===== src/sv/swpt_pkg.sv =====
`timescale 1ns / 1ps
// ----------------------------------------------------------------------------
// swpt_pkg
// Shared types, constants and the word compare for the sorted word pair table.
// ----------------------------------------------------------------------------
package swpt_pkg;

    localparam int CAPACITY   = 32;
    localparam int WORD_CHARS = 8;

    localparam int WORD_W    = 64;
    localparam int REQ_W     = 2;
    localparam int STATUS_W  = 2;
    localparam int FIELDS_W  = REQ_W + 2 * WORD_W;
    localparam int TDATA_W   = ((FIELDS_W + 7) / 8) * 8;
    localparam int COUNT_W   = $clog2(CAPACITY + 1);
    localparam int IDX_W     = $clog2(CAPACITY);
    localparam int CMP_CHARS = (WORD_CHARS < 8) ? WORD_CHARS : 8;

    // request codes
    localparam logic [REQ_W-1:0] REQ_INSERT = 2'd0;
    localparam logic [REQ_W-1:0] REQ_DELETE = 2'd1;
    localparam logic [REQ_W-1:0] REQ_LOOKUP = 2'd2;

    // status codes
    localparam logic [STATUS_W-1:0] ST_OK        = 2'd0;
    localparam logic [STATUS_W-1:0] ST_NOT_FOUND = 2'd1;
    localparam logic [STATUS_W-1:0] ST_FULL      = 2'd2;

    // compare outcomes
    localparam logic [1:0] CMP_LT = 2'd0;
    localparam logic [1:0] CMP_EQ = 2'd1;
    localparam logic [1:0] CMP_GT = 2'd2;

    // cell operations
    localparam logic [1:0] OP_HOLD   = 2'd0;
    localparam logic [1:0] OP_INSERT = 2'd1;
    localparam logic [1:0] OP_DELETE = 2'd2;
    localparam logic [1:0] OP_ROTATE = 2'd3;

    typedef struct packed {
        logic       capture;
        logic [1:0] op;
    } t_cell_ctl;

    function automatic logic [7:0] fold_byte(input logic [7:0] c);
        logic [7:0] r;
        begin
            r = c;
            if (c >= 8'h41 && c <= 8'h5A) begin
                r = c + 8'h20;
            end
            return r;
        end
    endfunction

    // case-folded compare from the top byte, stops at the first nul
    function automatic logic [1:0] word_cmp(input logic [WORD_W-1:0] a,
                                            input logic [WORD_W-1:0] b);
        logic       done;
        logic [1:0] res;
        logic [7:0] ca;
        logic [7:0] cb;
        begin
            done = 1'b0;
            res  = CMP_EQ;
            for (int k = 0; k < CMP_CHARS; k++) begin
                ca = fold_byte(a[WORD_W-1-8*k -: 8]);
                cb = fold_byte(b[WORD_W-1-8*k -: 8]);
                if (!done) begin
                    if (ca != cb) begin
                        res  = (ca < cb) ? CMP_LT : CMP_GT;
                        done = 1'b1;
                    end else if (ca == 8'h00) begin
                        done = 1'b1;
                    end
                end
            end
            return res;
        end
    endfunction

endpackage


===== src/sv/swpt_cell.sv =====
`timescale 1ns / 1ps
// ----------------------------------------------------------------------------
// swpt_cell
// One table slot: holds a word pair, compares it against the request key and
// takes data from its neighbors when the chain shifts.
// ----------------------------------------------------------------------------
module swpt_cell (
    input  logic                         i_clk,
    input  swpt_pkg::t_cell_ctl          i_ctl,
    input  logic [swpt_pkg::WORD_W-1:0]  i_key_nat,
    input  logic [swpt_pkg::WORD_W-1:0]  i_key_frn,
    input  logic [swpt_pkg::WORD_W-1:0]  i_new_nat,
    input  logic [swpt_pkg::WORD_W-1:0]  i_new_frn,
    input  logic [swpt_pkg::WORD_W-1:0]  i_prev_nat,
    input  logic [swpt_pkg::WORD_W-1:0]  i_prev_frn,
    input  logic [swpt_pkg::WORD_W-1:0]  i_next_nat,
    input  logic [swpt_pkg::WORD_W-1:0]  i_next_frn,
    input  logic                         i_valid,
    input  logic                         i_head,
    input  logic                         i_at_end,
    input  logic                         i_chain,
    output logic                         o_chain,
    output logic                         o_match,
    output logic [swpt_pkg::WORD_W-1:0]  o_nat,
    output logic [swpt_pkg::WORD_W-1:0]  o_frn
);

    logic [swpt_pkg::WORD_W-1:0] r_nat, n_nat;
    logic [swpt_pkg::WORD_W-1:0] r_frn, n_frn;
    logic                        r_gt;
    logic                        r_ge;
    logic                        r_eq;
    logic [1:0]                  w_cmp_frn;
    logic                        w_hit;

    assign w_cmp_frn = swpt_pkg::word_cmp(r_frn, i_key_frn);

    always_ff @(posedge i_clk) begin
        if (i_ctl.capture) begin
            r_gt <= (w_cmp_frn == swpt_pkg::CMP_GT);
            r_ge <= (w_cmp_frn != swpt_pkg::CMP_LT);
            r_eq <= (swpt_pkg::word_cmp(r_nat, i_key_nat) == swpt_pkg::CMP_EQ);
        end
        r_nat <= n_nat;
        r_frn <= n_frn;
    end

    always_comb begin
        n_nat = r_nat;
        n_frn = r_frn;
        w_hit = 1'b0;
        case (i_ctl.op)
            swpt_pkg::OP_INSERT: begin
                // the head slot only yields when its word is strictly greater than the key
                w_hit = ((i_head ? r_gt : r_ge) && i_valid) || i_at_end;
                if (i_chain) begin
                    n_nat = i_prev_nat;
                    n_frn = i_prev_frn;
                end else if (w_hit) begin
                    n_nat = i_new_nat;
                    n_frn = i_new_frn;
                end
            end
            swpt_pkg::OP_DELETE: begin
                w_hit = i_valid && r_eq;
                if (i_chain || w_hit) begin
                    n_nat = i_next_nat;
                    n_frn = i_next_frn;
                end
            end
            swpt_pkg::OP_ROTATE: begin
                n_nat = i_next_nat;
                n_frn = i_next_frn;
            end
            default: begin
                w_hit = 1'b0;
            end
        endcase
    end

    assign o_chain = i_chain || w_hit;
    assign o_match = i_valid && r_eq;
    assign o_nat   = r_nat;
    assign o_frn   = r_frn;

endmodule

===== config.mk =====
export PLATFORM = sky130hd
export DESIGN_NAME = swpt_cell
export DESIGN_NICKNAME = d
export VERILOG_FILES = /design/src/sv/swpt_pkg.sv /design/src/sv/swpt_cell.sv
export SDC_FILE = /design/constraint.sdc
export NUM_CORES = 1
export LEC_CHECK = 0
export BUFFER_PORTS_ARGS = -buffer_cell sky130_fd_sc_hd__buf_4
export CAP_MARGIN = 25
export CORE_AREA = 2 2 256 258
export DETAILED_ROUTE_END_ITERATION = 8
export DIE_AREA = 0 0 258 260
export PLACE_DENSITY = 0.45
export SLEW_MARGIN = 20
export SYNTH_ARGS = -nofsm -noshare
export SYNTH_HDL_FRONTEND = slang
export SYNTH_SLANG_ARGS = --single-unit
export TNS_END_PERCENT = 5

===== constraint.sdc =====
create_clock -name i_clk -period 23.6 [get_ports i_clk]
set_clock_uncertainty 0.2 [all_clocks]
set_input_delay 3.54 -clock i_clk [delete_from_list [all_inputs] [get_ports i_clk]]
set_output_delay 3.54 -clock i_clk [all_outputs]
set_load 0.005 [all_outputs]

==> results.txt <==
The relative contribution of the clock network to total power was 32.4%; the insertion delay to the later sink of the worst-skew pair was 470 ps. Setup slack closes at 15120 ps. The number of distinct library cells after synthesis came out at 58. TritonCTS built the clock tree. In this run, post-CTS hold repair placed 0 buffers. Of the available clock period, the critical path in the final layout requires 35.95%. In this run the cell area measured after placement is 17510 um^2.

Proportion of netlist area held by the largest area contributor: 33.68%. Setup repair after global routing left no endpoint under its margin. The tools report the total inserted antenna cells as 0. The first routing iteration left 392 violations.

The first global-routing pass estimated 71.91 mm of wire. The tools report the kind of launch point of the worst setup path as a primary input. The library cells used most frequently in the layout, excluding fill and tap cells, are 654 x buf_4, 167 x nand2_1, 164 x ha_1, 155 x o21ai_0, 131 x edfxtp_1. The flow ran to the end, and the final reports show no timing, DRC or antenna violations. The max-cap check violation count was 0. The tools report the cell-internal power as 0.0006247 W.

Timing would allow up to 0.1179 GHz. The total DRC errors in the routed layout is 0. The buffers inserted during post-CTS setup optimization was 0. The area of the die was 67080 um^2; the all-layer global routing usage was 14.22%.

For the final routed database, the setup TNS stands at 0 ps. Main flop type after synthesis: edfxtp_1. For this run the aggregate overflow at the end of global routing stands at 0. Dividing the synthesized area by the synthesized cell count gives 9.182 um^2. The share of synthesized area occupied by flip-flops and latches was 33.68%; the I/O pin total was 650. The die height came out at 260 um.

Capturing element type of the critical path: a primary output. The sequential cell fraction of total power is 36.6%, and the cell area after layout is 18140 um^2. The required time of the worst setup path was 19860 ps; the number of storage elements in the synthesis netlist was 131. The worst min-delay path category was reg -> reg. The H-tree was split into 4 levels. Clock-pin slew was measured on the worst setup and hold paths at 60 ps. The longest clock path from root to sink contains 2 buffers. The HPWL after detailed placement is 42.00 mm, and the relative slew slack is 39.97%. The floorplan step set the die width to 258 um. The final layout contains routed wiring with a total length of 49.72 mm.

Yosys attributes the largest share of cell area to edfxtp_1 34%, ha_1 18%, mux2i_1 11%, o21ai_0 6.6%, nand2_1 5.4%. The post-route netlist has 37.36% of its cells at a drive strength greater than 1. The synthesized netlist occupies a cell area of 11680 um^2. Once the clock tree was built, the resizer swapped 0 gates to a different size.

The tools report the number of global-route vias before repair as 12151. Leading cell type in the layout, fill and taps excluded: buf_4. The run gives 31.0% as the share of total power in combinational logic. For the total net switching power, the log shows 0.0002882 W.

The residual antenna-violating net count after detailed routing is 0. Clock tree synthesis inserted a total of 17 buffers. Along the worst path, the maximum fanout reaches 2. In the final design database the tool counted 2586 nets.

The run gives 8.610 nW as the total leakage power. The initial antenna violation count was 3; the net count after synthesis was 1956. After layout, the minimum clock period comes to 8484 ps. The worst hold-check slack was 800.0 ps. In the routed layout, each cell is associated on average with a via count of 4.313. In the final routed layout, each cell accounts on average for 17.96 um. The final number of setup-violating endpoints was 0. For the post-synthesis cell count, the log shows 1272. Power spread over the standard cell area amounts to 50.33 nW/um^2. Before antenna repair, the detailed router went through 4 iterations. The count of standard-cell rows came out at 93. The actual transition at the worst max-transition pin works out to 900.4 ps.

The dominant cell type by area after synthesis was edfxtp_1. Routability-driven placement finished with a final weighted congestion of 0.8654. In this run the tool buffered the top-level ports with 649 buffer cells. During synthesis, Yosys emitted a total of 0 warnings.

The logs give 0 for the number of hold violations in the final report and 6843 for the number of fill cells. The fraction of registers with async set/reset works out to 0%. The logs give 18.22% for the starting utilization of the core area and 15030 ps for the worst slack at placement. Entering global routing, the biggest net connects 97 pins. The core footprint is 64120 um^2. Net switching is 31.57% of the power. By startpoint and endpoint, the worst setup path is classified as in -> out.

Worst vdd rail ir drop: 0.00003665 V. The cell at the root of the clock tree was clkbuf_16. From synthesis to final layout, the design area changed by 55.32%. Data arrives at the worst endpoint at 4740 ps.

The max-slew violation count was 0; the number of flops mapped to enable cells by yosys was 131. The number of sinks handled by clock tree synthesis came out at 131. The routed layout has 11943 vias.
worst max-delay path, stage by stage:
cell       delay (ps)
buf_4              80
mux2_2            340
a21oi_1           330
o2bb2ai_1         130
a21o_1            190
buf_4             140
final timing paths:
check                                      end  slack [ps]           startpoint  cells after the start
worst max-delay path                   o_chain       15120               i_head                      6
worst min-delay path            r_eq$_DFFE_PP_         800  o_nat[59]$_DFFE_PP_                      3
worst max register to register  r_ge$_DFFE_PP_       19120  o_frn[60]$_DFFE_PP_                     13
worst min register to register  r_eq$_DFFE_PP_         800  o_nat[59]$_DFFE_PP_                      3
cell usage after synthesis (2+ instances only):
cell       instances
nor4_2             2
a221o_1            2
mux2i_1          128
a22o_1             2
nor4b_1           23
o31ai_1            2
o2bb2ai_1          2
or4_1             34
a21oi_1           62
nor4_1             8
or2_2             16
nand3_1            7
nor2b_1            8
nand4_1           29
nand3b_1           2
or3_1              3
nand2_1          167
o22ai_1           22
and3_1             2
a21o_1            26
o221ai_1           2
nor3_1            15
a21boi_0           9
o32ai_1            2
inv_1            108
o41a_1             8
ha_1             164
o21a_1             3
nor2_1            48
o211ai_1           4
nand2b_1           4
a211oi_1           2
edfxtp_1         131
a311oi_1           3
buf_1              4
o21ai_0          155
clkbuf_1          39
a31o_2             4
state kept, by name, indices dropped and copies added, names as in the netlist:
name	flops
o_frn	64
o_nat	64
r_eq	1
r_ge	1
r_gt	1
per-stage QoR:
stage                     instances  utilization (%)   power, W
after floorplan                1272                -  0.0004519
after detailed placement       2738            27.31  0.0006256
after CTS                      2769            28.29  0.0009317
after global routing           2769            28.29  0.0009713
final                          2769            28.29  0.0009130
after global placement         2738            27.31  0.0006195
cell families after synthesis:
group	after synthesis	synth area share, %
simple gates	373	16.28
compound gates	323	16.49
fa+ha+maj	164	17.57
buf+inv	152	4.917
flops	131	33.68
mux	129	11.07
metal layers:
layer	global-route usage [%]	wire, um	share of wire, %	up-vias
met5	0	13	0.026	-
met4	4.496	1024	2.1	2
met3	3.928	3341	6.7	47
met2	25.37	25290	51	395
met1	16.41	20040	40	5541
li1	-	-	-	5958
power groups by stage:
stage / Clock (W) / Combinational, W / Sequential (W)
after floorplan: 0 / 0.000124 / 0.000328
after global placement: 0 / 0.000282 / 0.000337
after detailed placement: 0 / 0.000287 / 0.000339
after CTS: 0.000309 / 0.000288 / 0.000334
after global routing: 0.000315 / 0.000317 / 0.000339
final: 0.000296 / 0.000283 / 0.000334
final cells by class:
| type | instances | area, um^2 | share of cell area, % |
|---|---|---|---|
| repair buffers | 655 | 4921 | 27.13 |
| clock buffers | 17 | 425.4 | 2.345 |
| clock inverters | 14 | 203.9 | 1.124 |
| inverters | 108 | 405.4 | 2.235 |
| multi-input cells | 989 | 7182 | 39.59 |
| flip-flops and latches | 131 | 3934 | 21.68 |
| well taps | 855 | 1070 | 5.897 |
Power figures use the tool's default switching activity.
